`config.mk`:
```
export PLATFORM = sky130hd
export DESIGN_NAME = bulk_only_transport_host_engine_flat
export DESIGN_NICKNAME = d
export VERILOG_FILES = /design/src/hw/rtl/bot_pkg.sv /design/src/hw/rtl/bot_if.sv /design/src/hw/rtl/bot_front.sv /design/src/hw/rtl/bot_queue.sv /design/src/hw/rtl/bot_back.sv /design/src/hw/rtl/bulk_only_transport_host_engine.sv /design/src/flat_wrapper.sv
export SDC_FILE = /design/constraint.sdc
export NUM_CORES = 1
export LEC_CHECK = 0
export ABC_AREA = 1
export BUFFER_PORTS_ARGS = -buffer_cell sky130_fd_sc_hd__buf_2
export CAP_MARGIN = 10
export CORE_UTILIZATION = 52
export DETAILED_ROUTE_END_ITERATION = 12
export PLACE_DENSITY_LB_ADDON = 0.2
export RECOVER_POWER = 50
export REMOVE_ABC_BUFFERS = 1
export SLEW_MARGIN = 20
export SYNTH_ARGS = -nofsm -noshare
export SYNTH_HDL_FRONTEND = slang
export SYNTH_HIERARCHICAL = 1
export SYNTH_SLANG_ARGS = --single-unit
export TNS_END_PERCENT = 5
```
`constraint.sdc`:
```
create_clock -name clk -period 10.2 [get_ports clk]
set_input_delay 2.04 -clock clk [delete_from_list [all_inputs] [get_ports clk]]
set_output_delay 2.04 -clock clk [all_outputs]
set_load 0.01 [all_outputs]
```
`src/hw/rtl/bot_pkg.sv`:
```
// shared types, codes and constants of the bulk-only transport host engine
// no dependencies; imported by every module of the block
`default_nettype none

package bot_pkg;

    localparam int unsigned CHUNK_BYTES_DEF = 4096;
    localparam int unsigned QUEUE_DEPTH_DEF = 2;

    localparam int unsigned CFG_WIDTH   = 33;
    localparam int unsigned CFG_INDEX_W = 2;
    localparam logic [CFG_INDEX_W-1:0] CFG_SECTOR_LOG2 = 2'd0;
    localparam logic [CFG_INDEX_W-1:0] CFG_CAPACITY    = 2'd1;
    localparam logic [CFG_INDEX_W-1:0] CFG_UNIT_READY  = 2'd2;

    localparam logic [4:0] SECTOR_LOG2_RESET = 5'd9;
    localparam logic [4:0] SECTOR_LOG2_MIN   = 5'd9;
    localparam logic [4:0] SECTOR_LOG2_MAX   = 5'd16;

    localparam logic [2:0] MODE_READ10  = 3'd0;
    localparam logic [2:0] MODE_WRITE10 = 3'd1;
    localparam logic [2:0] MODE_TUR     = 3'd2;
    localparam logic [2:0] MODE_SENSE   = 3'd3;
    localparam logic [2:0] MODE_DONE    = 3'd4;

    localparam logic [31:0] SIG_CMD      = 32'h4342_5355;
    localparam logic [31:0] SIG_STAT     = 32'h5342_5355;
    localparam logic [7:0]  OP_READ10    = 8'h28;
    localparam logic [7:0]  OP_WRITE10   = 8'h2A;
    localparam logic [7:0]  OP_SENSE     = 8'h03;
    localparam logic [7:0]  OP_TUR       = 8'h00;
    localparam logic [7:0]  FLAG_DATA_IN = 8'h80;
    localparam logic [7:0]  SENSE_LEN    = 8'd18;
    localparam logic [7:0]  CDB_LEN_10   = 8'd10;
    localparam logic [7:0]  CDB_LEN_6    = 8'd6;

    localparam int unsigned CBW_BYTES = 31;
    localparam int unsigned CBW_IDX_W = $clog2(CBW_BYTES);
    localparam logic [CBW_IDX_W-1:0] CBW_LAST = CBW_IDX_W'(CBW_BYTES - 1);

    typedef enum logic [2:0] {
        KIND_CMD_BYTE = 3'd0,
        KIND_CHUNK    = 3'd1,
        KIND_STATUS   = 3'd2,
        KIND_RESET    = 3'd3,
        KIND_RESULT   = 3'd4
    } kind_t;

    typedef enum logic [1:0] {
        RC_PASS        = 2'd0,
        RC_REJECTED    = 2'd1,
        RC_TRANSPORT   = 2'd2,
        RC_STATUS_FAIL = 2'd3
    } rc_t;

    typedef enum logic [2:0] {
        JOB_CMD    = 3'd0,
        JOB_RESULT = 3'd1,
        JOB_CHUNK  = 3'd2,
        JOB_STATUS = 3'd3,
        JOB_RESET  = 3'd4
    } job_op_t;

    typedef struct packed {
        job_op_t     op;
        rc_t         rc;
        logic [12:0] chunk;
        logic        dir_in;
        logic        cdb10;
        logic [7:0]  opcode;
        logic [31:0] tag;
        logic [31:0] len;
        logic [31:0] lba;
        logic [15:0] count;
    } job_t;

    typedef struct packed {
        logic push;
        job_t job;
    } job_push_t;

    // command block wrapper byte in wire order
    function automatic logic [7:0] cbw_byte(input job_t j, input logic [CBW_IDX_W-1:0] idx);
        logic [7:0] b;
        b = 8'h00;
        case (idx)
            5'd0:  b = SIG_CMD[7:0];
            5'd1:  b = SIG_CMD[15:8];
            5'd2:  b = SIG_CMD[23:16];
            5'd3:  b = SIG_CMD[31:24];
            5'd4:  b = j.tag[7:0];
            5'd5:  b = j.tag[15:8];
            5'd6:  b = j.tag[23:16];
            5'd7:  b = j.tag[31:24];
            5'd8:  b = j.len[7:0];
            5'd9:  b = j.len[15:8];
            5'd10: b = j.len[23:16];
            5'd11: b = j.len[31:24];
            5'd12: b = j.dir_in ? FLAG_DATA_IN : 8'h00;
            5'd14: b = j.cdb10 ? CDB_LEN_10 : CDB_LEN_6;
            5'd15: b = j.opcode;
            5'd17: b = j.lba[31:24];
            5'd18: b = j.lba[23:16];
            5'd19: b = j.lba[15:8];
            5'd20: b = j.lba[7:0];
            5'd22: b = j.count[15:8];
            5'd23: b = j.count[7:0];
            default: b = 8'h00;
        endcase
        return b;
    endfunction

endpackage

`default_nettype wire

```
`src/hw/rtl/bot_if.sv`:
```
// handshake channels of the bulk-only transport host engine
// command/completion channel in, result channel out; no dependencies
`default_nettype none

interface bot_cmd_if;
    logic        valid;
    logic        ready;
    logic [2:0]  mode;
    logic [31:0] lba;
    logic [15:0] sector_count;
    logic        xfer_ok;
    logic [31:0] csw_signature;
    logic [31:0] csw_tag;
    logic [7:0]  csw_status;

    modport source (output valid, mode, lba, sector_count, xfer_ok, csw_signature,
                    csw_tag, csw_status, input ready);
    modport sink (input valid, mode, lba, sector_count, xfer_ok, csw_signature,
                  csw_tag, csw_status, output ready);
endinterface

interface bot_res_if;
    logic        valid;
    logic        ready;
    logic [2:0]  kind;
    logic [7:0]  byte_value;
    logic [12:0] chunk_length;
    logic        direction_in;
    logic [1:0]  result_code;
    logic        last;

    modport source (output valid, kind, byte_value, chunk_length, direction_in,
                    result_code, last, input ready);
    modport sink (input valid, kind, byte_value, chunk_length, direction_in,
                  result_code, last, output ready);
endinterface

`default_nettype wire

```
`src/hw/rtl/bot_front.sv`:
```
// front end: configuration registers, command checks and transfer phase tracking
// depends on bot_pkg and bot_cmd_if; pushes jobs into bot_queue
`default_nettype none

module bot_front #(
    parameter int unsigned CHUNK_BYTES = bot_pkg::CHUNK_BYTES_DEF
) (
    input  wire logic                            clk,
    input  wire logic                            rst_n,
    bot_cmd_if.sink                              cmd,
    input  wire logic                            cfg_we,
    input  wire logic [bot_pkg::CFG_INDEX_W-1:0] cfg_index,
    input  wire logic [bot_pkg::CFG_WIDTH-1:0]   cfg_wdata,
    input  wire logic                            q_full,
    output bot_pkg::job_push_t                   q_push
);
    import bot_pkg::*;

    localparam int unsigned CW = $clog2(CHUNK_BYTES + 1);
    localparam logic [31:0] CHUNK32 = 32'(CHUNK_BYTES);

    typedef enum logic [1:0] {
        PH_IDLE   = 2'd0,
        PH_CMD    = 2'd1,
        PH_DATA   = 2'd2,
        PH_STATUS = 2'd3
    } phase_t;

    phase_t          phase_reg, phase_next;
    logic [31:0]     tag_reg, tag_next;
    logic [31:0]     remain_reg, remain_next;
    logic            dir_reg, dir_next;
    logic [CW-1:0]   chunk_reg, chunk_next;
    logic [4:0]      sec_log2_reg;
    logic [32:0]     capacity_reg;
    logic            ready_unit_reg;

    logic            accept;
    logic            is_rw;
    logic            reject;
    logic [4:0]      shift;
    logic [31:0]     len_c;
    logic            dir_c;
    logic [7:0]      opcode_c;
    logic [31:0]     lba_c;
    logic [15:0]     count_c;
    logic [31:0]     remain_sub;
    logic [31:0]     remain_eff;
    logic [31:0]     chunk32;
    logic            csw_good;
    job_t            job;

    assign cmd.ready = !q_full;
    assign accept    = cmd.valid && !q_full;

    assign is_rw  = (cmd.mode == MODE_READ10) || (cmd.mode == MODE_WRITE10);
    assign reject = !ready_unit_reg || (cmd.sector_count == 16'd0)
                    || (({1'b0, cmd.lba} + {17'd0, cmd.sector_count}) > capacity_reg);
    assign shift  = (sec_log2_reg < SECTOR_LOG2_MIN) ? SECTOR_LOG2_MIN
                  : ((sec_log2_reg > SECTOR_LOG2_MAX) ? SECTOR_LOG2_MAX : sec_log2_reg);

    always_comb
    begin
        len_c    = 32'd0;
        dir_c    = 1'b0;
        opcode_c = OP_TUR;
        lba_c    = 32'd0;
        count_c  = 16'd0;
        case (cmd.mode)
            MODE_READ10:
            begin
                len_c    = 32'(cmd.sector_count) << shift;
                dir_c    = 1'b1;
                opcode_c = OP_READ10;
                lba_c    = cmd.lba;
                count_c  = cmd.sector_count;
            end
            MODE_WRITE10:
            begin
                len_c    = 32'(cmd.sector_count) << shift;
                opcode_c = OP_WRITE10;
                lba_c    = cmd.lba;
                count_c  = cmd.sector_count;
            end
            MODE_SENSE:
            begin
                len_c    = 32'(SENSE_LEN);
                dir_c    = 1'b1;
                opcode_c = OP_SENSE;
                // allocation length lands in cdb byte 4
                lba_c    = {16'd0, SENSE_LEN, 8'd0};
            end
            default: ;
        endcase
    end

    assign remain_sub = (32'(chunk_reg) >= remain_reg) ? 32'd0 : remain_reg - 32'(chunk_reg);
    assign remain_eff = (phase_reg == PH_DATA) ? remain_sub : remain_reg;
    assign chunk32    = (remain_eff < CHUNK32) ? remain_eff : CHUNK32;
    assign csw_good   = (cmd.csw_signature == SIG_STAT) && (cmd.csw_tag == tag_reg)
                        && (cmd.csw_status == 8'd0);

    always_comb
    begin
        phase_next  = phase_reg;
        tag_next    = tag_reg;
        remain_next = remain_reg;
        dir_next    = dir_reg;
        chunk_next  = chunk_reg;
        job         = '0;
        q_push.push = 1'b0;
        if (accept)
        begin
            case (cmd.mode)
                MODE_READ10, MODE_WRITE10, MODE_TUR, MODE_SENSE:
                begin
                    q_push.push = 1'b1;
                    if ((phase_reg != PH_IDLE) || (is_rw && reject))
                    begin
                        job.op = JOB_RESULT;
                        job.rc = RC_REJECTED;
                    end
                    else
                    begin
                        tag_next    = tag_reg + 32'd1;
                        remain_next = len_c;
                        dir_next    = dir_c;
                        chunk_next  = '0;
                        phase_next  = PH_CMD;
                        job.op      = JOB_CMD;
                        job.tag     = tag_reg + 32'd1;
                        job.len     = len_c;
                        job.dir_in  = dir_c;
                        job.cdb10   = is_rw;
                        job.opcode  = opcode_c;
                        job.lba     = lba_c;
                        job.count   = count_c;
                    end
                end
                MODE_DONE:
                begin
                    if (phase_reg != PH_IDLE)
                    begin
                        q_push.push = 1'b1;
                        if (!cmd.xfer_ok)
                        begin
                            job.op      = JOB_RESET;
                            phase_next  = PH_IDLE;
                            remain_next = 32'd0;
                        end
                        else if (phase_reg == PH_STATUS)
                        begin
                            job.op     = JOB_RESULT;
                            job.rc     = csw_good ? RC_PASS : RC_STATUS_FAIL;
                            phase_next = PH_IDLE;
                        end
                        else
                        begin
                            remain_next = remain_eff;
                            if (remain_eff != 32'd0)
                            begin
                                chunk_next = chunk32[CW-1:0];
                                phase_next = PH_DATA;
                                job.op     = JOB_CHUNK;
                                job.chunk  = chunk32[12:0];
                                job.dir_in = dir_reg;
                            end
                            else
                            begin
                                phase_next = PH_STATUS;
                                job.op     = JOB_STATUS;
                            end
                        end
                    end
                end
                default: ;
            endcase
        end
        q_push.job = job;
    end

    always_ff @(posedge clk or negedge rst_n)
    begin
        if (!rst_n)
        begin
            phase_reg  <= PH_IDLE;
            tag_reg    <= 32'd0;
            remain_reg <= 32'd0;
            dir_reg    <= 1'b0;
            chunk_reg  <= '0;
        end
        else
        begin
            phase_reg  <= phase_next;
            tag_reg    <= tag_next;
            remain_reg <= remain_next;
            dir_reg    <= dir_next;
            chunk_reg  <= chunk_next;
        end
    end

    always_ff @(posedge clk or negedge rst_n)
    begin
        if (!rst_n)
        begin
            sec_log2_reg   <= SECTOR_LOG2_RESET;
            capacity_reg   <= 33'd0;
            ready_unit_reg <= 1'b0;
        end
        else if (cfg_we)
        begin
            case (cfg_index)
                CFG_SECTOR_LOG2: sec_log2_reg   <= cfg_wdata[4:0];
                CFG_CAPACITY:    capacity_reg   <= cfg_wdata[32:0];
                CFG_UNIT_READY:  ready_unit_reg <= cfg_wdata[0];
                default: ;
            endcase
        end
    end

endmodule

`default_nettype wire

```
`src/hw/rtl/bot_queue.sv`:
```
// short job queue between the front end and the result sequencer
// depends on bot_pkg for the job type
`default_nettype none

module bot_queue #(
    parameter int unsigned DEPTH = bot_pkg::QUEUE_DEPTH_DEF
) (
    input  wire logic         clk,
    input  wire logic         rst_n,
    input  wire bot_pkg::job_push_t wr,
    output logic              full,
    input  wire logic         pop,
    output logic              rd_valid,
    output bot_pkg::job_t     rd_data
);
    import bot_pkg::*;

    localparam int unsigned AW = (DEPTH > 1) ? $clog2(DEPTH) : 1;
    localparam int unsigned NW = $clog2(DEPTH + 1);
    localparam logic [AW-1:0] PTR_MAX = AW'(DEPTH - 1);

    job_t          mem_reg [DEPTH];
    logic [AW-1:0] wr_ptr_reg, rd_ptr_reg;
    logic [NW-1:0] count_reg;
    logic          do_push, do_pop;

    assign full     = (count_reg == NW'(DEPTH));
    assign rd_valid = (count_reg != '0);
    assign rd_data  = mem_reg[rd_ptr_reg];
    assign do_push  = wr.push && !full;
    assign do_pop   = pop && rd_valid;

    always_ff @(posedge clk)
    begin
        if (do_push)
        begin
            mem_reg[wr_ptr_reg] <= wr.job;
        end
    end

    always_ff @(posedge clk or negedge rst_n)
    begin
        if (!rst_n)
        begin
            wr_ptr_reg <= '0;
            rd_ptr_reg <= '0;
            count_reg  <= '0;
        end
        else
        begin
            if (do_push)
            begin
                wr_ptr_reg <= (wr_ptr_reg == PTR_MAX) ? '0 : wr_ptr_reg + AW'(1);
            end
            if (do_pop)
            begin
                rd_ptr_reg <= (rd_ptr_reg == PTR_MAX) ? '0 : rd_ptr_reg + AW'(1);
            end
            if (do_push && !do_pop)
            begin
                count_reg <= count_reg + NW'(1);
            end
            else if (!do_push && do_pop)
            begin
                count_reg <= count_reg - NW'(1);
            end
        end
    end

endmodule

`default_nettype wire

```
`src/hw/rtl/bot_back.sv`:
```
// result sequencer: expands queued jobs into result transfers; depends on bot_pkg, bot_res_if
// one result per cycle from an output register while res.ready is high
`default_nettype none

module bot_back (
    input  wire logic      clk,
    input  wire logic      rst_n,
    input  wire logic      q_valid,
    input  wire bot_pkg::job_t q_job,
    output logic           q_pop,
    bot_res_if.source      res
);
    import bot_pkg::*;

    logic [CBW_IDX_W-1:0] idx_reg, idx_next;
    logic                 valid_reg, valid_next;
    kind_t                kind_reg, kind_c;
    logic [7:0]           byte_reg, byte_c;
    logic [12:0]          chunk_reg, chunk_c;
    logic                 dir_reg, dir_c;
    rc_t                  rc_reg, rc_c;
    logic                 last_reg, last_c;
    logic                 load;

    assign load = !valid_reg || res.ready;

    always_comb
    begin
        kind_c  = KIND_RESULT;
        byte_c  = 8'h00;
        chunk_c = 13'd0;
        dir_c   = 1'b0;
        rc_c    = RC_PASS;
        last_c  = 1'b1;
        case (q_job.op)
            JOB_CMD:
            begin
                kind_c = KIND_CMD_BYTE;
                byte_c = cbw_byte(q_job, idx_reg);
                last_c = (idx_reg == CBW_LAST);
            end
            JOB_RESET:
            begin
                if (idx_reg == '0)
                begin
                    kind_c = KIND_RESET;
                    last_c = 1'b0;
                end
                else
                begin
                    rc_c = RC_TRANSPORT;
                end
            end
            JOB_CHUNK:
            begin
                kind_c  = KIND_CHUNK;
                chunk_c = q_job.chunk;
                dir_c   = q_job.dir_in;
            end
            JOB_STATUS: kind_c = KIND_STATUS;
            JOB_RESULT: rc_c = q_job.rc;
            default: ;
        endcase
    end

    always_comb
    begin
        valid_next = valid_reg;
        idx_next   = idx_reg;
        q_pop      = 1'b0;
        if (load)
        begin
            valid_next = q_valid;
            if (q_valid)
            begin
                q_pop    = last_c;
                idx_next = last_c ? '0 : idx_reg + CBW_IDX_W'(1);
            end
        end
    end

    always_ff @(posedge clk or negedge rst_n)
    begin
        if (!rst_n)
        begin
            valid_reg <= 1'b0;
            idx_reg   <= '0;
        end
        else
        begin
            valid_reg <= valid_next;
            idx_reg   <= idx_next;
        end
    end

    always_ff @(posedge clk)
    begin
        if (load && q_valid)
        begin
            kind_reg  <= kind_c;
            byte_reg  <= byte_c;
            chunk_reg <= chunk_c;
            dir_reg   <= dir_c;
            rc_reg    <= rc_c;
            last_reg  <= last_c;
        end
    end

    assign res.valid        = valid_reg;
    assign res.kind         = kind_reg;
    assign res.byte_value   = byte_reg;
    assign res.chunk_length = chunk_reg;
    assign res.direction_in = dir_reg;
    assign res.result_code  = rc_reg;
    assign res.last         = last_reg;

endmodule

`default_nettype wire

```
`src/hw/rtl/bulk_only_transport_host_engine.sv`:
```
// an accepted item is written into the job queue, then its first result is registered
// in the output register; throughput: an item is taken every cycle while the job
// queue has room; results leave one per cycle through the output register while
// res.ready is high; a command yields 31 results and a completion one or two
// reset: rst_n clears phase, tag, byte count, queue and output valid at once
// top level: front end, job queue and result sequencer; depends on bot_pkg, bot_if
`default_nettype none

module bulk_only_transport_host_engine #(
    parameter int unsigned CHUNK_BYTES = bot_pkg::CHUNK_BYTES_DEF,
    parameter int unsigned QUEUE_DEPTH = bot_pkg::QUEUE_DEPTH_DEF
) (
    input  wire logic                            clk,
    input  wire logic                            rst_n,
    bot_cmd_if.sink                              cmd,
    bot_res_if.source                            res,
    input  wire logic                            cfg_we,
    input  wire logic [bot_pkg::CFG_INDEX_W-1:0] cfg_index,
    input  wire logic [bot_pkg::CFG_WIDTH-1:0]   cfg_wdata
);
    import bot_pkg::*;

    job_push_t q_push;
    logic      q_full;
    logic      q_pop;
    logic      q_valid;
    job_t      q_job;

    bot_front #(
        .CHUNK_BYTES (CHUNK_BYTES)
    ) u_front (
        .clk       (clk),
        .rst_n     (rst_n),
        .cmd       (cmd),
        .cfg_we    (cfg_we),
        .cfg_index (cfg_index),
        .cfg_wdata (cfg_wdata),
        .q_full    (q_full),
        .q_push    (q_push)
    );

    bot_queue #(
        .DEPTH (QUEUE_DEPTH)
    ) u_queue (
        .clk      (clk),
        .rst_n    (rst_n),
        .wr       (q_push),
        .full     (q_full),
        .pop      (q_pop),
        .rd_valid (q_valid),
        .rd_data  (q_job)
    );

    bot_back u_back (
        .clk     (clk),
        .rst_n   (rst_n),
        .q_valid (q_valid),
        .q_job   (q_job),
        .q_pop   (q_pop),
        .res     (res)
    );

`ifndef ASSERT_OFF
    a_reset_not_last: assert property (@(posedge clk) disable iff (!rst_n)
        res.valid && (res.kind == KIND_RESET) |-> !res.last)
        else $error("reset request marked last");

    a_result_last: assert property (@(posedge clk) disable iff (!rst_n)
        res.valid && (res.kind == KIND_RESULT) |-> res.last)
        else $error("command result not last");

    a_reset_then_error: assert property (@(posedge clk) disable iff (!rst_n)
        res.valid && res.ready && (res.kind == KIND_RESET) |=>
        res.valid && (res.kind == KIND_RESULT) && (res.result_code == RC_TRANSPORT))
        else $error("reset request not followed by transport error");

    a_no_push_when_full: assert property (@(posedge clk) disable iff (!rst_n)
        q_full |-> !cmd.ready)
        else $error("input taken with full queue");
`endif

endmodule

`default_nettype wire
```
`src/flat_wrapper.sv`:
```
// flat-port wrapper written by rule: the top's interface ports become plain ports
module bulk_only_transport_host_engine_flat import bot_pkg::*;
#(
    parameter int unsigned CHUNK_BYTES = bot_pkg::CHUNK_BYTES_DEF,
    parameter int unsigned QUEUE_DEPTH = bot_pkg::QUEUE_DEPTH_DEF
)
  (clk, rst_n, cfg_we, cfg_index, cfg_wdata, cmd_valid, cmd_mode, cmd_lba, cmd_sector_count, cmd_xfer_ok, cmd_csw_signature, cmd_csw_tag, cmd_csw_status, cmd_ready, res_valid, res_kind, res_byte_value, res_chunk_length, res_direction_in, res_result_code, res_last, res_ready);
  bot_cmd_if cmd_i ();
  bot_res_if res_i ();
  input  wire logic clk;
  input  wire logic rst_n;
  input  wire logic cfg_we;
  input  wire logic [bot_pkg::CFG_INDEX_W-1:0] cfg_index;
  input  wire logic [bot_pkg::CFG_WIDTH-1:0] cfg_wdata;
  input wire logic [$bits(cmd_i.valid)-1:0] cmd_valid;
  input wire logic [$bits(cmd_i.mode)-1:0] cmd_mode;
  input wire logic [$bits(cmd_i.lba)-1:0] cmd_lba;
  input wire logic [$bits(cmd_i.sector_count)-1:0] cmd_sector_count;
  input wire logic [$bits(cmd_i.xfer_ok)-1:0] cmd_xfer_ok;
  input wire logic [$bits(cmd_i.csw_signature)-1:0] cmd_csw_signature;
  input wire logic [$bits(cmd_i.csw_tag)-1:0] cmd_csw_tag;
  input wire logic [$bits(cmd_i.csw_status)-1:0] cmd_csw_status;
  output wire logic [$bits(cmd_i.ready)-1:0] cmd_ready;
  output wire logic [$bits(res_i.valid)-1:0] res_valid;
  output wire logic [$bits(res_i.kind)-1:0] res_kind;
  output wire logic [$bits(res_i.byte_value)-1:0] res_byte_value;
  output wire logic [$bits(res_i.chunk_length)-1:0] res_chunk_length;
  output wire logic [$bits(res_i.direction_in)-1:0] res_direction_in;
  output wire logic [$bits(res_i.result_code)-1:0] res_result_code;
  output wire logic [$bits(res_i.last)-1:0] res_last;
  input wire logic [$bits(res_i.ready)-1:0] res_ready;
  assign cmd_i.valid = cmd_valid;
  assign cmd_i.mode = cmd_mode;
  assign cmd_i.lba = cmd_lba;
  assign cmd_i.sector_count = cmd_sector_count;
  assign cmd_i.xfer_ok = cmd_xfer_ok;
  assign cmd_i.csw_signature = cmd_csw_signature;
  assign cmd_i.csw_tag = cmd_csw_tag;
  assign cmd_i.csw_status = cmd_csw_status;
  assign cmd_ready = cmd_i.ready;
  assign res_valid = res_i.valid;
  assign res_kind = res_i.kind;
  assign res_byte_value = res_i.byte_value;
  assign res_chunk_length = res_i.chunk_length;
  assign res_direction_in = res_i.direction_in;
  assign res_result_code = res_i.result_code;
  assign res_last = res_i.last;
  assign res_i.ready = res_ready;
  bulk_only_transport_host_engine #(.CHUNK_BYTES(CHUNK_BYTES), .QUEUE_DEPTH(QUEUE_DEPTH)) u_core (.clk(clk), .rst_n(rst_n), .cmd(cmd_i), .res(res_i), .cfg_we(cfg_we), .cfg_index(cfg_index), .cfg_wdata(cfg_wdata));
endmodule
```
======== Word level (Yosys, flattened, before mapping) ========
Memories as Yosys holds them, arrays and structs flattened.
Index checks and enable logic that the tools add are counted.
cells by class
  $add $sub $neg .......................... 8
  order comparisons ....................... 5
  equality and inequality tests ........... 42
  shifts and indexed selects .............. 1
  mux-type cells .......................... 65
  bitwise logic cells ..................... 1
  reductions and logical operators ........ 41
operators with widths
  operator                 count
  $mux W32                 6
  $pmux W32 S2             3
  $pmux W8 S21             1
  $mux W140                1
  $mux W122                1
  $mux W121                1
  $mux W13                 7
  $eq A5 B4 Y1 const B     7
  $eq A5 B5 Y1 const B     7
  $add A32 B16 Y33         1
  $gt A33 B33 Y1           1
  $add A32 B1 Y32 const B  1
  $eq A32 B31 Y1 const B   1
  $eq A32 B32 Y1           1
  $ge A13 B32 Y1           1
  $lt A32 B13 Y1 const B   1
  $mux W16                 2
  $reduce_bool A32 Y1      1
  $shl A16 B5 Y32          1
  $sub A32 B13 Y32         1
  $mux W14                 2
  $pmux W13 S2             1
  $eq A5 B3 Y1 const B     4
  $mux W19                 1
  43 further kinds         109
word-level totals
  bits in registers ....................... 157
  bits in writable memories ............... 280
  output and inout port bits .............. 30
  word-level logic and storage cells ...... 183
  memories kept ........................... 1
memories
  name                    depth  width  read ports  clocked after memory_dff  write ports  RTL line         text
  u_core.u_queue.mem_reg  2      140    1           0                         1            bot_queue.sv:22  job_t mem_reg [DEPTH];

======== Longest topological paths before layout ========
Gate-level depths: netlist of the first run.
  depth in word-level cells ............... 11
  depth in mapped cells ................... 35
  mapped depth without buffers ............ 34

======== Modules after synthesis ========
Netlist of the first run, hierarchy kept.
by module, submodules not included
  module     times used  cells each  area each (µm²)  sequential area each (µm²)
  bot_front  1           1850        11552.3          2980.4
  bot_queue  1           763         10435.0          8508.2
  bot_back   1           412         2591.2           991.0

======== Worst setup path before layout of the first run ========
No wires, ideal clock.
  kind .................................... input to register
  start ................................... input cmd_valid
  end ..................................... memory u_core/u_queue/mem_reg[1][0] in the netlist's numbering, enable pin
  arrival time ............................ 8.447 ns
  data required time ...................... 9.559 ns
  setup slack ............................. 1.111 ns
  cell stages on the path ................. 6
  cells stage by stage .................... nand2_1 > inv_1 > nand2_1 > o22ai_1 > o21ai_0 > nor2_1
RTL lines
  what                RTL line            text
  start: declaration  flat_wrapper.sv:15  input wire logic [$bits(cmd_i.valid)-1:0] cmd_valid;
  end: declaration    bot_queue.sv:22

==> flow_summary_export.csv, run 1 <==
group,metric,value,unit
power,p_comb_share,34.5,%
timing,setup_viol,0,
timing,relSlewSlack,-187,%
floorplan,core-area,0.0466,sq mm
setup_path,regToRegEndpoint,"u_core/u_back/res.byte_value[5]$_SDFFCE_PN0P_",
cts,cts.sink_count,437,
setup_path,worstPathRequired,10.49,ns
finish,largest_reg_flops,280,
setup_path,endpoint_kind,"flop",
timing,period_minus_slack,8.56,ns
floorplan,rows,79,
setup_path,crit_fanout,78,
global_route,grt_usage,28.5,%
timing,fin_ws,1.64,ns
power,clkPwrFrac,26.8,%
logic_synthesis,synth-seq-cells,437,
status,status,"finished, violations left",
flow_run,cap_violations,11,
floorplan,ios,194,
global_route,grt_max_degree,79,
timing,setup_tns,0,ns
global_route,use_met2,45.1,%
placement,port_buffers,193,
power,pwr-share-seq,38.7,%
placement,dpl.hpwl,49.7,mm
power,p_leak,12.8,nW
setup_path,arrival,8.85,ns
cts,numCtsBuffers,48,
timing,tightest_slew,4.30,ns
detailed_routing,viasPerCell,5.38,
finish,synthToLayoutAreaGrowth,11.4,%
floorplan,fp.dieArea,0.0481,sq mm
finish,diodes,0,
timing,maxSlewViolCount,665,
power,ir_worst_vdd,0.217,mV
finish,fin_nets,3423,
global_route,grt.busiest_layer,"met2",
finish,drive_gt1_share,9.55,%
detailed_routing,final_antenna_net_count,0,
detailed_routing,dr.pass1.iters,5,
detailed_routing,wirelength,68.1,mm
logic_synthesis,synth_edf_count,308,
global_route,grt_pass1_wl,106,mm
cts,hold_buffers,0,
cts,clockBufferDepth,3,
status,violations,"max-capacitance violations, max-slew violations",
logic_synthesis,synthCells,3025,
cts,cts-htree-levels,2,
detailed_routing,vias,20600,
cts,post_cts_buffers,0,
power,swShare,38.8,%
global_route,grt_pass1_vias,19400,
logic_synthesis,async_reset_ff_share,29.5,%
placement,gp_congestion,0.939,
cts,cts_root_buffer,"clkbuf_16",
global_route,grt_overflow,0,
finish,layout.cells.non_filler,3833,
setup_path,reg2reg_setup_slack,1.64,ns
power,p_int,4.08,mW
logic_synthesis,synth_ff_type,"edfxtp_1",
detailed_routing,drc,0,
floorplan,chipHeight,219,microns
logic_synthesis,ys_warn_count,6,
global_route,met1_usage,41.3,%
setup_path,startpoint,"u_core/u_queue/rd_ptr_reg$_DFFE_PN0P_",
setup_path,reg2regPathDepth,10,
setup_path,crit_type,"flop to flop",
setup_path,r2r_start,"u_core/u_queue/rd_ptr_reg$_DFFE_PN0P_",
timing,rsz0062_at_grt,"false",
cts,clk_latency,0.60,ns
floorplan,fp.dieW,219,microns
timing,finalClockSkew,0.0220,ns
finish,final_common_cell,"nand2_1",
detailed_routing,drtIter0Drc,2079,
power,p_per_area,244,mW/mm^2
placement,dp_worst_setup_slack,1.72,ns
timing,finalHoldViolations,0,
setup_path,crit_path_end,"u_core/u_back/res.byte_value[5]$_SDFFCE_PN0P_",
cts,cts_tree,"yes",
logic_synthesis,syn_area_per_cell,8.13,sq um
global_route,met3_usage,3.56,%
timing,fin_crit_sh,84.0,%
global_route,antenna_found_initial,0,
finish,final_cell_mix,"nand2_1 (1074), nor2_1 (349), inv_1 (318), edfxtp_1 (308), buf_2 (159)",
logic_synthesis,syn_area,0.0246,sq mm
cts,post_cts_resized,0,
power,switchingPower,2.59,mW
finish,n_fill_cell,4247,
power,power,6.67,mW
detailed_routing,wl_per_cell,17.8,microns
logic_synthesis,synthDistinctLibCells,56,
floorplan,start_util,52.8,%
setup_path,cp-start-kind,"flop",
logic_synthesis,yosysSeqAreaShare,50.8,%
min_path,holdCritPathClass,"flop to flop",
placement,placed_cells,3744,
cts,clkTransAtPathRegs,0.06,ns
timing,timing.fmax,117,MHz
[worst min path at each step]
stage / startpoint / endpoint / slack, ns / cells past startpoint
2_1_floorplan: u_core/u_queue/count_reg[1]$_DFFE_PN0P_ / u_core/u_queue/count_reg[1]$_DFFE_PN0P_ / 0.44 / 2
3_3_place_gp: u_core/u_queue/count_reg[1]$_DFFE_PN0P_ / u_core/u_queue/count_reg[1]$_DFFE_PN0P_ / 0.46 / 2
3_5_place_dp: u_core/u_queue/count_reg[1]$_DFFE_PN0P_ / u_core/u_queue/count_reg[1]$_DFFE_PN0P_ / 0.47 / 2
4_1_cts: u_core/u_queue/count_reg[1]$_DFFE_PN0P_ / u_core/u_queue/count_reg[1]$_DFFE_PN0P_ / 0.48 / 2
5_1_grt: u_core/u_queue/count_reg[1]$_DFFE_PN0P_ / u_core/u_queue/count_reg[1]$_DFFE_PN0P_ / 0.52 / 2
6_report: u_core/u_front/capacity_reg[3]$_DFFE_PN0P_ / u_core/u_front/capacity_reg[3]$_DFFE_PN0P_ / 0.49 / 2
[synth_stat cells (3+ instances only)]
cell | number | area share, %
a31oi_1 | 4 | 0.10
inv_2 | 8 | 0.12
inv_1 | 319 | 4.9
nand3_1 | 149 | 3.0
a21oi_1 | 73 | 1.5
xor2_1 | 51 | 1.8
nand4_1 | 38 | 0.97
nor2_1 | 351 | 5.4
dfrtp_1 | 127 | 13
nand3b_1 | 9 | 0.27
o21ai_0 | 144 | 2.9
o22ai_1 | 8 | 0.20
ha_1 | 69 | 3.5
nor3b_1 | 4 | 0.12
nor4b_1 | 3 | 0.11
or2_2 | 19 | 0.48
o21bai_1 | 21 | 0.64
clkinv_1 | 3 | 0.046
a21boi_0 | 3 | 0.092
clkbuf_1 | 35 | 0.53
buf_6 | 15 | 0.69
edfxtp_1 | 308 | 38
nor2_2 | 11 | 0.28
nand3_2 | 12 | 0.49
nand2_1 | 1074 | 16
nand2_2 | 8 | 0.20
buf_2 | 29 | 0.59
nor2_4 | 3 | 0.14
o221ai_1 | 3 | 0.11
buf_4 | 19 | 0.58
xnor2_1 | 26 | 0.93
nor4_1 | 20 | 0.51
buf_1 | 5 | 0.076
nor3_1 | 25 | 0.51
[layout make-up]
cell class / instances / area [sq um] / share of cell area (%)
clock inverter: 22 / 282 / 1.03
clock buffer: 66 / 1330 / 4.86
timing repair buffer: 206 / 996 / 3.64
sequential: 437 / 12500 / 45.6
tap: 607 / 759 / 2.77
inverter: 331 / 1240 / 4.55
multi-input combinational: 2164 / 10300 / 37.6
[worst max-delay path: stages (launching register included)]
cell and delay (ns):
dfrtp_1 2.27, clkinvlp_2 3.45, clkbuf_2 1.41, nand2_1 0.27, nand2_1 0.08, nand2_1 0.08
nand2_1 0.07, nor2_1 0.21, nand2_1 0.17, nor2_1 0.14, nor2_1 0.07
[layer usage]
layer  up-vias  routed length, microns  share of wire (%)
li1      10100                       -                  -
met1      9681                   30700                 45
met2       778                   31100                 46
met3        93                    4880                7.2
met4         0                    1480                2.2
met5         -                       0                  0
[power groups by stage]
stage          Combinational (mW)  Sequential, mW  Clock, mW
6_report                     2.30            2.58       1.79
5_1_grt                      2.56            2.63       1.89
4_1_cts                      2.28            2.56       1.81
3_5_place_dp                 2.27            2.60          0
3_3_place_gp                 2.23            2.58          0
2_1_floorplan                1.52            2.61          0
[cells by family (layout without fill, tap and decap cells)]
group	Yosys count	in the layout	share of synthesized area, %
simple gates	1731	1731	29.1
flops	437	437	50.8
buf+inv	434	625	7.53
compound gates	272	272	6.06
xor+xnor	77	77	2.74
fa+ha+maj	71	71	3.68
mux	2	2	0.0815
other cells	1	11	0.0153
[stage by stage]
stage          util [%]  cell area, sq um  hold WS [ns]
6_report           58.8             27400         0.485
5_1_grt            58.8             27400         0.517
4_1_cts            59.0             27500         0.483
3_5_place_dp       55.5             25900         0.468
3_3_place_gp       55.5             25900         0.457
2_1_floorplan         -             24000         0.442
No activity file was read; power rests on OpenSTA's default activity.
==> run 2, diff against run 1 <==
==> constraint.sdc (replaced) <==
create_clock -name clk -period 8.97 [get_ports clk]
set_input_delay 1.794 -clock clk [delete_from_list [all_inputs] [get_ports clk]]
set_output_delay 1.794 -clock clk [all_outputs]
set_load 0.01 [all_outputs]
==> flow_summary_export.csv, run 2 (synthesis gave the netlist of run 1 again) <==
group,metric,value,unit
status,status,"finished, violations left",
status,violations,"max-capacitance violations, max-slew violations",
finish,fin_nets,3421,
global_route,grt_max_degree,91,
setup_path,max_stage_delay,2.96,ns
cts,cts_tree,"yes",
timing,finalClockSkew,0.0142,ns
global_route,grt_usage,28.6,%
placement,dpl.hpwl,49.8,mm
placement,placed_area,0.0259,sq mm
setup_path,crit_slowest_cell,"clkinvlp_2",
cts,post_cts_resized,0,
setup_path,worstPathRequired,9.25,ns
setup_path,crit_fanout,77,
timing,maxSlewViolCount,690,
detailed_routing,wirelength,68.0,mm
finish,final_common_cell,"nand2_1",
cts,numCtsBuffers,47,
setup_path,cpMostUsedCell,"nand2_1",
timing,relSlewSlack,-194,%
detailed_routing,viasPerCell,5.34,
placement,port_buffers,193,
cts,cts-htree-levels,2,
global_route,grt_pass1_vias,19600,
floorplan,core-area,0.0466,sq mm
setup_path,cp-start-kind,"flop",
flow_run,cap_violations,11,
finish,largest_reg_flops,280,
finish,synthToLayoutAreaGrowth,11.1,%
timing,fin_crit_sh,84.7,%
timing,timing.fmax,132,MHz
cts,clkTransAtPathRegs,0.06,ns
setup_path,arrival,7.88,ns
detailed_routing,dr.pass1.iters,6,
finish,diodes,0,
min_path,holdCritPathClass,"flop to flop",
detailed_routing,drc,0,
floorplan,chipHeight,219,microns
detailed_routing,final_antenna_net_count,0,
cts,clockBufferDepth,3,
floorplan,fp.dieW,219,microns
finish,drive_gt1_share,9.53,%
timing,tightest_slew,4.41,ns
power,power,7.52,mW
timing,period_minus_slack,7.59,ns
floorplan,rows,79,
setup_path,path_cells,"clkinvlp_2 -> clkbuf_2 -> nand2_1 -> nand2_1 -> nand2_1 -> nand2_1 -> nor2_1 -> nand2_1 -> nor2_1 -> nor2_1",
global_route,grt_pass1_wl,106,mm
cts,clk_latency,0.58,ns
cts,hold_buffers,0,
timing,rsz0062_at_grt,"false",
floorplan,start_util,52.8,%
setup_path,crit_type,"flop to flop",
setup_path,endpoint_kind,"flop",
power,ir_worst_vdd,0.423,mV
detailed_routing,vias,20400,
finish,final_cell_mix,"nand2_1 (1074), nor2_1 (350), inv_1 (318), edfxtp_1 (308), buf_2 (159)",
power,p_per_area,275,mW/mm^2
floorplan,fp.dieArea,0.0481,sq mm
placement,gp_congestion,0.943,
cts,post_cts_buffers,0,
cts,cts_root_buffer,"clkbuf_16",
floorplan,ios,194,
timing,setup_tns,0,ns
timing,setup_viol,0,
timing,finalHoldViolations,0,
global_route,grt_overflow,0,
finish,post-route-cell-area,0.0273,sq mm
cts,cts.sink_count,437,
detailed_routing,drtIter0Drc,2102,
detailed_routing,wl_per_cell,17.8,microns
power,p_leak,12.7,nW
global_route,antenna_found_initial,0,
## run 2: changes by cell type in the layout (fill, tap and decap cells not counted)
| cell | before | now |
|---|---|---|
| clkinv_1 | 8 | 9 |
| clkinv_2 | 3 | 6 |
| clkbuf_1 | 53 | 47 |
| clkbuf_8 | 4 | 3 |
| clkinv_4 | 2 | 3 |
| clkbuf_2 | 1 | 2 |
| buf_4 | 6 | 5 |
| nor2_1 | 349 | 350 |
| clkbuf_16 | 49 | 47 |
| inv_6 | 4 | 3 |
| nor2_4 | 4 | 3 |
## run 2: path summary, 6_finish.rpt
| check | from | cells past startpoint | end | slack (ns) |
|---|---|---|---|---|
| worst max-delay path | u_core/u_queue/rd_ptr_reg$_DFFE_PN0P_ | 10 | u_core/u_back/res.byte_value[2]$_SDFFCE_PN0P_ | 1.38 |
| worst min-delay path | u_core/u_queue/count_reg[1]$_DFFE_PN0P_ | 2 | u_core/u_queue/count_reg[1]$_DFFE_PN0P_ | 0.48 |
| worst max register to register | u_core/u_queue/rd_ptr_reg$_DFFE_PN0P_ | 10 | u_core/u_back/res.byte_value[2]$_SDFFCE_PN0P_ | 1.38 |
| worst min register to register | u_core/u_queue/count_reg[1]$_DFFE_PN0P_ | 2 | u_core/u_queue/count_reg[1]$_DFFE_PN0P_ | 0.48 |
| max in group asynchronous | rst_n | 2 | u_core/u_front/capacity_reg[17]$_DFFE_PN0P_ | 2.88 |
| min in group asynchronous | rst_n | 1 | u_core/u_front/chunk_reg[0]$_DFFE_PN0P_ | 2.78 |
## run 2: metal layers
metal  GRT usage (%)  up-vias  wire length (microns)
met5               0        -                      0
met4            7.99        0                   1730
met3            4.48       96                   4700
met2            44.8      714                  30700
met1            41.1     9567                  30900
li1                -    10100                      -
## run 2: metrics by stage
stage	util [%]	hold slack [ns]	setup WS, ns	instances
finish	58.7	0.478	1.38	3828
global route	58.7	0.517	0.731	3828
CTS	58.9	0.480	1.75	3828
detailed placement	55.5	0.462	1.22	3744
global placement	55.5	0.456	1.47	3744
floorplan	-	0.442	0.127	2932
## run 2: worst max-delay path: cells and delay by family, from the launching register on
family	cells	cell delay (ns)
buffers and inverters	2	4.43
flip-flops	1	1.70
AND/OR/NAND/NOR	8	1.09
## run 2: final cells by class
type	count	area, sq um
repair buffers	205	990
well taps	607	759
fillers	4249	19200
inverters	331	1240
clock buffers	58	1250
clock inverters	26	300
flip-flops and latches	437	12500
multi-input cells	2164	10300
## run 2: where the power goes
part / leakage (nW) / internal, mW / switching [mW]
clock: 0.754 / 1.16 / 0.797
sequential: 4.53 / 2.68 / 0.239
combinational: 7.46 / 0.762 / 1.88
total: 12.7 / 4.60 / 2.92
==> run 3, diff against run 2 <==
==> constraint.sdc (replaced) <==
create_clock -name clk -period 7.2 [get_ports clk]
set_input_delay 1.44 -clock clk [delete_from_list [all_inputs] [get_ports clk]]
set_output_delay 1.44 -clock clk [all_outputs]
set_load 0.01 [all_outputs]
==> flow_summary_export.csv, run 3 (synthesis gave the netlist of run 1 again) <==
group,metric,value,unit
status,status,"finished, violations left",
status,violations,"max-capacitance violations, max-slew violations",
setup_path,worstPathRequired,7.62,ns
setup_path,worst-path-buf-inv,5,
setup_path,crit_slowest_cell,"nor2_1",
placement,port_buffers,193,
timing,fin_crit_sh,90.7,%
cts,hold_buffers,0,
finish,fin_nets,3424,
detailed_routing,vias,20700,
global_route,grt_overflow,0,
detailed_routing,final_antenna_net_count,0,
placement,dpl.hpwl,49.6,mm
finish,n_fill_cell,4247,
cts,clkTransAtPathRegs,0.06,ns
setup_path,crit_fanout,33,
detailed_routing,drtIter0Drc,2267,
timing,setup_tns,0,ns
placement,placed_cells,3746,
setup_path,cpLargestDelayFamily,"simple AND/OR/NAND/NOR gates",
cts,cts_tree,"yes",
power,p_leak,12.8,nW
timing,finalClockSkew,0.0198,ns
timing,period_minus_slack,6.53,ns
setup_path,max_stage_delay,0.44,ns
timing,relSlewSlack,-166,%
timing,fin_ws,0.670,ns
power,power,9.48,mW
cts,numCtsBuffers,48,
global_route,grt_pass1_vias,19400,
timing,tightest_slew,3.98,ns
detailed_routing,viasPerCell,5.40,
setup_path,endpoint_kind,"flop",
floorplan,core-area,0.0466,sq mm
cts,cts.sink_count,437,
finish,diodes,0,
floorplan,ios,194,
cts,post_cts_buffers,0,
power,p_per_area,345,mW/mm^2
placement,gp_congestion,0.944,
timing,maxSlewViolCount,560,
timing,timing.fmax,153,MHz
finish,synthToLayoutAreaGrowth,11.8,%
detailed_routing,wl_per_cell,17.7,microns
flow_run,cap_violations,7,
setup_path,reg2regPathDepth,10,
min_path,min_path_cells,2,
timing,finalHoldViolations,0,
floorplan,start_util,52.8,%
global_route,grt_max_degree,141,
floorplan,fp.dieW,219,microns
setup_path,cp-start-kind,"input port",
cts,clk_latency,0.59,ns
finish,largest_reg_flops,280,
floorplan,chipHeight,219,microns
cts,clockBufferDepth,3,
power,ir_worst_vdd,0.357,mV
min_path,holdCritPathClass,"flop to flop",
cts,cts-htree-levels,2,
detailed_routing,wirelength,68.0,mm
global_route,grt_pass1_wl,106,mm
detailed_routing,dr.pass1.iters,6,
setup_path,cpMostUsedCell,"nand2_1",
setup_path,arrival,6.95,ns
floorplan,rows,79,
global_route,antenna_found_initial,0,
detailed_routing,drc,0,
timing,setup_viol,0,
finish,drive_gt1_share,9.85,%
setup_path,cp.depth,29,
placement,dp_worst_setup_slack,0.288,ns
floorplan,fp.dieArea,0.0481,sq mm
finish,final_cell_mix,"nand2_1 (1074), nor2_1 (349), inv_1 (318), edfxtp_1 (308), buf_2 (159)",
timing,rsz0062_at_grt,"false",
finish,final_common_cell,"nand2_1",
cts,post_cts_resized,0,
finish,layout.cells.non_filler,3835,
global_route,grt_usage,28.5,%
cts,cts_root_buffer,"clkbuf_16",
setup_path,crit_type,"input port to flop",
run 3: changes by cell type in the layout (fill, tap and decap cells not counted), sizes merged:
cell	change
clkinv	+7
clkinvlp	-1
clkbuf	-4
bufinv	+2
buf	+4
inv	-1
run 3: worst reg2reg max path, cell delays in order (launching register included):
cell      delay (ns)
dfrtp_1         2.28
inv_4           0.98
clkbuf_2        1.13
nand2_1         0.36
nand2_1         0.11
nand3_1         0.10
nand2_1         0.08
nor2_1          0.22
nand2_1         0.08
nor2_1          0.22
nor2_1          0.10
run 3: report_power, final:
| group | internal [mW] | total [mW] | switching (mW) |
|---|---|---|---|
| sequential | 3.34 | 3.66 | 0.320 |
| clock | 1.53 | 2.56 | 1.03 |
| combinational | 0.927 | 3.26 | 2.34 |
run 3: worst paths after layout:
check | slack (ns) | start | to
worst min-delay path | 0.48 | u_core/u_queue/wr_ptr_reg$_DFFE_PN0P_ | u_core/u_queue/wr_ptr_reg$_DFFE_PN0P_
worst max register to register | 1.27 | u_core/u_queue/rd_ptr_reg$_DFFE_PN0P_ | u_core/u_back/res.byte_value[7]$_SDFFCE_PN0P_
worst max-delay path | 0.67 | cmd_sector_count[0] | u_core/u_queue/mem_reg[1][43]$_DFFE_PP_
worst min register to register | 0.48 | u_core/u_queue/wr_ptr_reg$_DFFE_PN0P_ | u_core/u_queue/wr_ptr_reg$_DFFE_PN0P_
min in group asynchronous | 2.19 | rst_n | u_core/u_front/chunk_reg[4]$_DFFE_PN0P_
max in group asynchronous | 1.78 | rst_n | u_core/u_front/ready_unit_reg$_DFFE_PN0P_
run 3: per-layer routing:
| layer | track usage [%] | routed length (microns) | up-vias |
|---|---|---|---|
| li1 | - | - | 10100 |
| met1 | 40.9 | 30600 | 9718 |
| met2 | 43.9 | 30400 | 776 |
| met3 | 4.68 | 5090 | 123 |
| met4 | 9.56 | 1990 | 0 |
| met5 | 0 | 0 | - |
run 3: final cells by class:
cell class | instances | area, sq um | share of cell area [%]
inverter | 331 | 1250 | 4.54
tap | 607 | 759 | 2.76
timing repair buffer | 207 | 1050 | 3.83
multi-input combinational | 2164 | 10300 | 37.5
clock buffer | 56 | 1250 | 4.55
sequential | 437 | 12500 | 45.4
clock inverter | 33 | 389 | 1.42
run 3: stage by stage:
| stage | utilization, % | hold WS, ns | cell area (sq um) |
|---|---|---|---|
| final | 59.0 | 0.482 | 27500 |
| after global routing | 59.0 | 0.502 | 27500 |
| after CTS | 59.2 | 0.475 | 27600 |
| after detailed placement | 55.7 | 0.461 | 25900 |
| after global placement | 55.7 | 0.453 | 25900 |
| after floorplan | - | 0.442 | 24000 |
